===== config.mk =====
export PLATFORM = sky130hd
export DESIGN_NAME = cbc_step
export DESIGN_NICKNAME = d
export VERILOG_FILES = /design/src/sv/cbc_pkg.sv /design/src/sv/cbc_step.sv
export SDC_FILE = /design/constraint.sdc
export NUM_CORES = 1
export LEC_CHECK = 0
export ABC_AREA = 1
export BUFFER_PORTS_ARGS = -buffer_cell sky130_fd_sc_hd__buf_2
export CORE_AREA = 8 8 308 310
export DETAILED_ROUTE_END_ITERATION = 16
export DIE_AREA = 0 0 316 318
export PLACE_DENSITY = 0.35
export SLEW_MARGIN = 20
export SYNTH_ARGS = -nofsm -noshare
export SYNTH_HDL_FRONTEND = slang
export SYNTH_SLANG_ARGS = --single-unit

===== constraint.sdc =====
create_clock -name vclk -period 10.07
set_clock_uncertainty 0.1 [all_clocks]
set_input_delay 3.021 -clock vclk [all_inputs]
set_output_delay 3.021 -clock vclk [all_outputs]
set_load 0.01 [all_outputs]

===== src/sv/cbc_pkg.sv =====
// ----------------------------------------------------------------------------
// cbc_pkg
// Shared types, codes and constant tables for the CBOR certificate checker.
// ----------------------------------------------------------------------------
package cbc_pkg;

  localparam int MAX_BYTES_DEF     = 512;
  localparam int CALLSIGN_SIZE_DEF = 16;

  // Item index along the top-level array
  localparam logic [3:0] ITEM_ARRAY    = 4'd0;
  localparam logic [3:0] ITEM_MAGIC    = 4'd1;
  localparam logic [3:0] ITEM_VERSION  = 4'd2;
  localparam logic [3:0] ITEM_KIND     = 4'd3;
  localparam logic [3:0] ITEM_ALG      = 4'd4;
  localparam logic [3:0] ITEM_CALLSIGN = 4'd5;
  localparam logic [3:0] ITEM_UID      = 4'd6;
  localparam logic [3:0] ITEM_KEY      = 4'd7;
  localparam logic [3:0] ITEM_ISSUED   = 4'd8;
  localparam logic [3:0] ITEM_EXPIRES  = 4'd9;
  localparam logic [3:0] ITEM_SIG      = 4'd10;
  localparam logic [3:0] ITEM_DONE     = 4'd11;

  // Error codes
  localparam logic [3:0] ERR_NONE      = 4'd0;
  localparam logic [3:0] ERR_RESERVED  = 4'd1;
  localparam logic [3:0] ERR_TRUNC     = 4'd2;
  localparam logic [3:0] ERR_MAJOR     = 4'd3;
  localparam logic [3:0] ERR_COUNT     = 4'd4;
  localparam logic [3:0] ERR_MAGIC     = 4'd5;
  localparam logic [3:0] ERR_VERSION   = 4'd6;
  localparam logic [3:0] ERR_KIND      = 4'd7;
  localparam logic [3:0] ERR_OVER32    = 4'd8;
  localparam logic [3:0] ERR_CALLSIGN  = 4'd9;
  localparam logic [3:0] ERR_KEY_LEN   = 4'd10;
  localparam logic [3:0] ERR_SIG_LEN   = 4'd11;
  localparam logic [3:0] ERR_TRAILING  = 4'd12;
  localparam logic [3:0] ERR_TOO_LONG  = 4'd13;

  // CBOR major types
  localparam logic [2:0] MAJ_UINT  = 3'd0;
  localparam logic [2:0] MAJ_BYTES = 3'd2;
  localparam logic [2:0] MAJ_TEXT  = 3'd3;
  localparam logic [2:0] MAJ_ARRAY = 3'd4;

  localparam logic [4:0] INFO_EXT_MIN  = 5'd24;
  localparam logic [4:0] INFO_RSV_MIN  = 5'd28;

  localparam logic [63:0] ARRAY_ITEMS = 64'd10;
  localparam logic [63:0] MAGIC_LEN   = 64'd3;
  localparam logic [63:0] VERSION_NUM = 64'd4;
  localparam logic [63:0] KIND_LEN    = 64'd8;
  localparam logic [63:0] KEY_LEN     = 64'd32;
  localparam logic [63:0] SIG_LEN     = 64'd64;

  typedef enum logic [2:0] {
    PH_HEAD = 3'b001,
    PH_EXT  = 3'b010,
    PH_BODY = 3'b100
  } phase_t;

  typedef struct packed {
    logic [3:0]  item;
    phase_t      phase;
    logic [3:0]  ext_left;
    logic [63:0] acc;
    logic [6:0]  content_left;
    logic        text_match;
    logic [3:0]  err;
    logic [31:0] uid;
    logic [31:0] alg;
    logic [63:0] issued;
    logic [63:0] expires;
  } cbc_state_t;

  typedef struct packed {
    logic [7:0]  echo_byte;
    logic [3:0]  field_tag;
    logic        is_payload;
    logic        signed_part;
    logic        done_res;
    logic        accepted;
    logic [3:0]  error_code;
    logic [31:0] uid_value;
    logic [31:0] algorithm_value;
    logic [63:0] issue_time;
    logic [63:0] expiry_time;
    logic [3:0]  callsign_length;
  } cbc_result_t;

  localparam cbc_state_t STATE_RESET = '{
    item:         ITEM_ARRAY,
    phase:        PH_HEAD,
    ext_left:     4'd0,
    acc:          64'd0,
    content_left: 7'd0,
    text_match:   1'b1,
    err:          ERR_NONE,
    uid:          32'd0,
    alg:          32'd0,
    issued:       64'd0,
    expires:      64'd0
  };

  function automatic logic [2:0] item_major(input logic [3:0] item);
    logic [2:0] m;
    case (item)
      ITEM_ARRAY:    m = MAJ_ARRAY;
      ITEM_MAGIC:    m = MAJ_TEXT;
      ITEM_KIND:     m = MAJ_TEXT;
      ITEM_CALLSIGN: m = MAJ_TEXT;
      ITEM_KEY:      m = MAJ_BYTES;
      ITEM_SIG:      m = MAJ_BYTES;
      default:       m = MAJ_UINT;
    endcase
    return m;
  endfunction

  // "FMO" magic text
  function automatic logic [7:0] magic_char(input logic [1:0] i);
    logic [7:0] c;
    case (i)
      2'd0:    c = 8'h46;
      2'd1:    c = 8'h4D;
      2'd2:    c = 8'h4F;
      default: c = 8'h00;
    endcase
    return c;
  endfunction

  // "userCert" kind text
  function automatic logic [7:0] kind_char(input logic [2:0] i);
    logic [7:0] c;
    case (i)
      3'd0:    c = 8'h75;
      3'd1:    c = 8'h73;
      3'd2:    c = 8'h65;
      3'd3:    c = 8'h72;
      3'd4:    c = 8'h43;
      3'd5:    c = 8'h65;
      3'd6:    c = 8'h72;
      3'd7:    c = 8'h74;
      default: c = 8'h00;
    endcase
    return c;
  endfunction

endpackage


===== src/sv/cbc_step.sv =====
// ----------------------------------------------------------------------------
// cbc_step
// Per-byte parse step: next parser state and the result word for one byte.
// ----------------------------------------------------------------------------
module cbc_step #(
  parameter int MAX_BYTES     = cbc_pkg::MAX_BYTES_DEF,
  parameter int CALLSIGN_SIZE = cbc_pkg::CALLSIGN_SIZE_DEF,
  localparam int POS_W        = $clog2(MAX_BYTES + 1),
  localparam int CS_W         = $clog2(CALLSIGN_SIZE)
) (
  input  logic [7:0]          cert_byte,
  input  logic                is_last,
  input  cbc_pkg::cbc_state_t state_cur,
  input  logic [POS_W-1:0]    pos_cur,
  input  logic [CS_W-1:0]     cs_cur,
  output cbc_pkg::cbc_state_t state_nxt,
  output logic [POS_W-1:0]    pos_nxt,
  output logic [CS_W-1:0]     cs_nxt,
  output cbc_pkg::cbc_result_t result
);

  localparam int CSX_W = (CS_W > 4) ? CS_W : 4;

  always_comb begin
    cbc_pkg::cbc_state_t st;
    logic [POS_W-1:0] pos;
    logic [CS_W-1:0]  cs;
    logic [2:0]       major;
    logic [4:0]       info;
    logic             fin;
    logic             nxt_item;
    logic             start_body;
    logic [6:0]       body_len;
    logic [63:0]      v;
    logic [1:0]       mi;
    logic [2:0]       ki;
    logic             ok;
    logic             acc_ok;
    logic [CSX_W-1:0] cs_ext;

    st         = state_cur;
    pos        = pos_cur;
    cs         = cs_cur;
    major      = cert_byte[7:5];
    info       = cert_byte[4:0];
    fin        = 1'b0;
    nxt_item   = 1'b0;
    start_body = 1'b0;
    body_len   = 7'd0;
    v          = 64'd0;
    mi         = 2'(7'd3 - state_cur.content_left);
    ki         = 3'(7'd8 - state_cur.content_left);
    ok         = (state_cur.err == cbc_pkg::ERR_NONE);

    if (ok) begin
      if (pos_cur >= POS_W'(MAX_BYTES)) begin
        st.err = cbc_pkg::ERR_TOO_LONG;
      end else if (state_cur.item >= cbc_pkg::ITEM_DONE) begin
        st.err = cbc_pkg::ERR_TRAILING;
      end else begin
        case (state_cur.phase)
          cbc_pkg::PH_HEAD: begin
            if (info >= cbc_pkg::INFO_RSV_MIN) begin
              st.err = cbc_pkg::ERR_RESERVED;
            end else if (major != cbc_pkg::item_major(state_cur.item)) begin
              st.err = cbc_pkg::ERR_MAJOR;
            end else if (info < cbc_pkg::INFO_EXT_MIN) begin
              fin = 1'b1;
              v   = 64'(info);
            end else begin
              // 24..27 -> 1, 2, 4, 8 extended bytes
              st.ext_left = 4'd1 << info[1:0];
              st.acc      = 64'd0;
              st.phase    = cbc_pkg::PH_EXT;
            end
          end
          cbc_pkg::PH_EXT: begin
            st.acc      = {state_cur.acc[55:0], cert_byte};
            st.ext_left = state_cur.ext_left - 4'd1;
            if (st.ext_left == 4'd0) begin
              fin = 1'b1;
              v   = st.acc;
            end
          end
          cbc_pkg::PH_BODY: begin
            if (state_cur.item == cbc_pkg::ITEM_MAGIC) begin
              if (mi == 2'd3 || cbc_pkg::magic_char(mi) != cert_byte) st.text_match = 1'b0;
            end else if (state_cur.item == cbc_pkg::ITEM_KIND) begin
              if (cbc_pkg::kind_char(ki) != cert_byte) st.text_match = 1'b0;
            end
            st.content_left = state_cur.content_left - 7'd1;
            if (st.content_left == 7'd0) begin
              if (state_cur.item == cbc_pkg::ITEM_MAGIC && !st.text_match) begin
                st.err = cbc_pkg::ERR_MAGIC;
              end else if (state_cur.item == cbc_pkg::ITEM_KIND && !st.text_match) begin
                st.err = cbc_pkg::ERR_KIND;
              end else begin
                nxt_item = 1'b1;
              end
            end
          end
          default: ;
        endcase
      end
    end

    // Head complete: check the value against the item's rule
    if (fin) begin
      case (state_cur.item)
        cbc_pkg::ITEM_ARRAY: begin
          if (v != cbc_pkg::ARRAY_ITEMS) st.err = cbc_pkg::ERR_COUNT;
          else nxt_item = 1'b1;
        end
        cbc_pkg::ITEM_MAGIC: begin
          if (v != cbc_pkg::MAGIC_LEN) st.err = cbc_pkg::ERR_MAGIC;
          else begin
            start_body = 1'b1;
            body_len   = 7'(cbc_pkg::MAGIC_LEN);
          end
        end
        cbc_pkg::ITEM_VERSION: begin
          if (v != cbc_pkg::VERSION_NUM) st.err = cbc_pkg::ERR_VERSION;
          else nxt_item = 1'b1;
        end
        cbc_pkg::ITEM_KIND: begin
          if (v != cbc_pkg::KIND_LEN) st.err = cbc_pkg::ERR_KIND;
          else begin
            start_body = 1'b1;
            body_len   = 7'(cbc_pkg::KIND_LEN);
          end
        end
        cbc_pkg::ITEM_ALG: begin
          if (|v[63:32]) st.err = cbc_pkg::ERR_OVER32;
          else begin
            st.alg   = v[31:0];
            nxt_item = 1'b1;
          end
        end
        cbc_pkg::ITEM_CALLSIGN: begin
          if (v == 64'd0 || v >= 64'(CALLSIGN_SIZE)) st.err = cbc_pkg::ERR_CALLSIGN;
          else begin
            cs         = CS_W'(v);
            start_body = 1'b1;
            body_len   = 7'(v);
          end
        end
        cbc_pkg::ITEM_UID: begin
          if (|v[63:32]) st.err = cbc_pkg::ERR_OVER32;
          else begin
            st.uid   = v[31:0];
            nxt_item = 1'b1;
          end
        end
        cbc_pkg::ITEM_KEY: begin
          if (v != cbc_pkg::KEY_LEN) st.err = cbc_pkg::ERR_KEY_LEN;
          else begin
            start_body = 1'b1;
            body_len   = 7'(cbc_pkg::KEY_LEN);
          end
        end
        cbc_pkg::ITEM_ISSUED: begin
          st.issued = v;
          nxt_item  = 1'b1;
        end
        cbc_pkg::ITEM_EXPIRES: begin
          st.expires = v;
          nxt_item   = 1'b1;
        end
        cbc_pkg::ITEM_SIG: begin
          if (v != cbc_pkg::SIG_LEN) st.err = cbc_pkg::ERR_SIG_LEN;
          else begin
            start_body = 1'b1;
            body_len   = 7'(cbc_pkg::SIG_LEN);
          end
        end
        default: ;
      endcase
    end

    if (start_body) begin
      st.content_left = body_len;
      st.phase        = cbc_pkg::PH_BODY;
      st.text_match   = 1'b1;
    end
    if (nxt_item) begin
      st.item       = state_cur.item + 4'd1;
      st.phase      = cbc_pkg::PH_HEAD;
      st.text_match = 1'b1;
    end

    if (pos_cur < POS_W'(MAX_BYTES)) pos = pos_cur + POS_W'(1);

    if (is_last && st.err == cbc_pkg::ERR_NONE && st.item != cbc_pkg::ITEM_DONE) begin
      st.err = cbc_pkg::ERR_TRUNC;
    end

    acc_ok = is_last && (st.err == cbc_pkg::ERR_NONE);
    cs_ext = CSX_W'(cs);

    result.echo_byte       = cert_byte;
    result.field_tag       = state_cur.item;
    result.is_payload      = ok && (state_cur.item < cbc_pkg::ITEM_DONE)
                             && (state_cur.phase == cbc_pkg::PH_BODY);
    result.signed_part     = ok && (state_cur.item >= cbc_pkg::ITEM_MAGIC)
                             && (state_cur.item <= cbc_pkg::ITEM_EXPIRES);
    result.done_res        = is_last;
    result.accepted        = acc_ok;
    result.error_code      = is_last ? st.err : cbc_pkg::ERR_NONE;
    result.uid_value       = acc_ok ? st.uid : 32'd0;
    result.algorithm_value = acc_ok ? st.alg : 32'd0;
    result.issue_time      = acc_ok ? st.issued : 64'd0;
    result.expiry_time     = acc_ok ? st.expires : 64'd0;
    result.callsign_length = acc_ok ? cs_ext[3:0] : 4'd0;

    // Last byte closes the certificate; start clean for the next one
    if (is_last) begin
      st  = cbc_pkg::STATE_RESET;
      pos = '0;
      cs  = '0;
    end

    state_nxt = st;
    pos_nxt   = pos;
    cs_nxt    = cs;
  end

endmodule


; Word level (Yosys, flattened, before mapping)
; Memories as Yosys holds them, arrays and structs flattened.
; Cells that the tools add are included.
[totals]
reg_bits = 0
mem_bits_ro = 40
in_bits = 302
mem_count = 1
[memory_table]
columns = memory, words, width, rd, rd_clocked_by_memory_dff, write_ports, line_no
row1 = (name not given), 8, 5, 1, 0, 0, cbc_pkg.sv:134  ; case (i)
[classes]
n_addsub = 6
magnitude_cmp = 9
n_eq_ne = 26
shifts = 1
muxes = 119
reduce_logical = 25
[ops]
columns = op, n
row1 = $mux 64, 10
row2 = $mux 279, 1
row3 = $mux 71, 3
row4 = $mux 196, 1
row5 = $mux 32, 6
row6 = $mux 79, 2
row7 = $pmux 68 s2, 1
row8 = $ne 64x4->1 const B, 2
row9 = $pmux 64 s2, 1
row10 = $mux 8, 13
row11 = $mux 4, 23
row12 = $mux 83, 1
row13 = $ge 64x5->1 const B, 1
row14 = $logic_not 64->1, 1
row15 = $ne 64x2->1 const B, 1
row16 = $ne 64x3->1 const B, 1
row17 = $ne 64x6->1 const B, 1
row18 = $ne 64x7->1 const B, 1
row19 = $pmux 7 s5, 1
row20 = $mux 1, 33
row21 = $pmux 4 s8, 1
row22 = $reduce_or 32->1, 1
row23 = $mux 7, 4
row24 = $mux 3, 7
row25 = other kinds (45), 69

; Depth between registers and ports, before layout
[depth]
depth_word = 35
mapped_depth = 27
depth_no_buf = 25

; Worst setup path before layout
; OpenSTA, ideal clock, no wires.
[synth_path]
path_type = input port to output port
startpoint = in state_cur[197] in the netlist's numbering
endpoint = out result[100] in the netlist's numbering
t_arrival_ns = 5.772
required_time_ns = 6.949
slack_ns = 1.177
stages = 24
n_path_buf = 2
path_cell_list = inv_1 > ha_1 > ha_1 > inv_1 > o21ai_0 > xor2_1 > nor2_1 > nand3_1 > nand2_1 > nand2_1 > nand2_1 > nand3b_1 > nand2_1 > nor2_1 > nand3_1 > nand2_1 > inv_1 > nand2_1 > nand2_1 > nor2_1 > nand3_4 > buf_8 > buf_12 > nor2_4
[synth_lines]
columns = item, line_no
row1 = "start, declared", cbc_step.sv:13  ; input cbc_pkg::cbc_state_t state_cur,
row2 = "end, declared", cbc_step.sv:19  ; output cbc_pkg::cbc_result_t result

==> impl_metrics.ini <==
[route]
routed_wl_um = 84800
viasPerCell = 3.95
drt-initial-drc-count = 1001
routedWlPerCell_um = 22.1
ant_nets = 0
num_vias = 15200
drc = 0
drt-pass1-iter-count = 5

[synth]
synthDistinctLibCells = 51
ys_seq_area_frac = 0
syn_avg_cell_area_um2 = 4.95
yosys_warnings = 0
syn_area_um2 = 9270
synthCells = 1872
syn_nets = 2190

[die]
fp.dieW_um = 316
rows = 110
coreArea_um2 = 89600
dieArea_um2 = 100000
num_io_pins = 811
initial_core_util = 0.103
die_h_um = 318

[run]
cap_violations = 0

[worst_hold_path]
hp-class = in2out

[power]
power.density_nw_per_um2 = 27.3
p_leak_nw = 8.22
total_power_mw = 0.420
vdd_drop_max_uv = 41.9

[final_layout]
final_common_cell = buf_2
drive_gt1_frac = 0.418
synthToLayoutAreaGrowth_pct = 65.9
n_fill_cell = 10800
clockBufferCount = 0
seq_cell_count = 0
finalNetCount = 2980
final_cell_mix = buf_2, nor2_1, nand2_1
seq_area_um2 = 0

[place]
gp_routability_congestion = 0.849
place_ws_ps = 23.5
dp.final_hpwl_um = 72800
port_buffers = 811

[global_route]
antenna_found_initial = 16
track_usage = 0.154
grt_remaining_overflow = 0
grt_max_degree = 134
grt_pass1_vias = 15100
grt_pass1_wl_um = 114000

[sta]
post-route-period-util = 0.976
worst_slack_ps = 240
finalHoldViolations = 0
setup_violations = 0
finalCriticalPeriod_ps = 9830
timing.max_slew.rel_slack = 0.415
drv_slew = 0
tightestPinTransition_ps = 878
rsz0062_at_grt = true
fmax_mhz = 102

[worst_setup_path]
crit_slowest_cell = ha_1
crit_fanout = 21
worstSetupPathType = in2out
critPathBufInv = 6
end_kind = output pin
critical_path.max_stage_delay_ps = 230
worstSetupStartpointType = primary input
crit_family = simple AND/OR/NAND/NOR gates
cp.required_ps = 6950
worstPathArrival_ps = 6710
cp_common_cell = nand2_1

[clocking]
hold_buffers = 0

[run_status]
status = completed
==> report_power, final <==
part	leakage (nW)	internal, mW	switching, mW	total [mW]
Combinational	8.22	0.151	0.269	0.420
Clock	0.0000317	0.0000000669	0	0.0000000669
Sequential	0	0	0	0
Total	8.22	0.151	0.269	0.420
==> synthesized netlist by cell type, drive strengths merged (2+ instances only) <==
library cell / instances / area [µm²]
a21oi: 141 / 706
nand3b: 3 / 22.5
nor3: 17 / 101
nand4: 15 / 93.8
clkbuf: 87 / 327
nor2: 629 / 3220
a211oi: 4 / 30.0
xnor2: 3 / 26.3
or2: 2 / 12.5
nand2: 449 / 1720
o2111ai: 2 / 17.5
buf: 56 / 536
o211ai: 30 / 225
o21ai: 157 / 790
o31ai: 3 / 22.5
inv: 151 / 567
a221oi: 2 / 17.5
xor2: 8 / 70.1
a31oi: 6 / 37.5
o21bai: 2 / 18.8
ha: 16 / 200
nand3: 78 / 423
==> per-stage QoR <==
stage / TNS, ps / hold WS (ps) / instance area [µm²] / std cells / util
2_1_floorplan: 0 / 6030 / 9270 / 1872 / -
3_3_place_gp: 0 / 6250 / 15000 / 3821 / 0.168
3_5_place_dp: 0 / 6250 / 15000 / 3821 / 0.168
4_1_cts: 0 / 6250 / 15000 / 3821 / 0.168
5_1_grt: -64.3 / 6260 / 15400 / 3839 / 0.172
6_report: 0 / 6250 / 15400 / 3841 / 0.172
==> cell families after synthesis <==
| family | count (synthesis) | synth area share |
|---|---|---|
| AO/OA/AOI/OAI | 354 | 0.207 |
| AND/OR/NAND/NOR | 1196 | 0.606 |
| adder cells (fa/ha/maj) | 16 | 0.0216 |
| buffers and inverters | 295 | 0.155 |
| XOR/XNOR | 11 | 0.0104 |
==> layout make-up <==
cell class / count / area [µm²] / area share
repair buffers: 930 / 5290 / 0.344
well taps: 1176 / 1470 / 0.0957
diodes: 5 / 12.5 / 0.000814
inverters: 152 / 571 / 0.0371
multi-input cells: 1578 / 8030 / 0.522
==> per-layer routing <==
layer | vias to the layer above | track usage | share of wire | wire [µm]
li1 | 7507 | - | - | -
met5 | - | 0 | 0.00048 | 41
met4 | 6 | 0.0245 | 0.019 | 1610
met2 | 634 | 0.273 | 0.48 | 41000
met1 | 6972 | 0.193 | 0.43 | 36300
met3 | 66 | 0.0304 | 0.069 | 5830
==> final timing paths <==
check | start | endpoint | slack, ps | depth (start not counted)
worst max-delay path | state_cur[268] | result[188] | 240 | 27
worst min-delay path | state_cur[278] | result[207] | 6250 | 2
==> timing repair <==
| action | 4_1_cts | 5_1_grt |
|---|---|---|
| pin swaps | 0 | 8 |
| resized for setup | 1 | 38 |
| setup endpoints to repair | 1 | 205 |
| buffers inserted | 0 | 11 |
| cloned | 0 | 4 |
(Power assumes the default switching activity.)
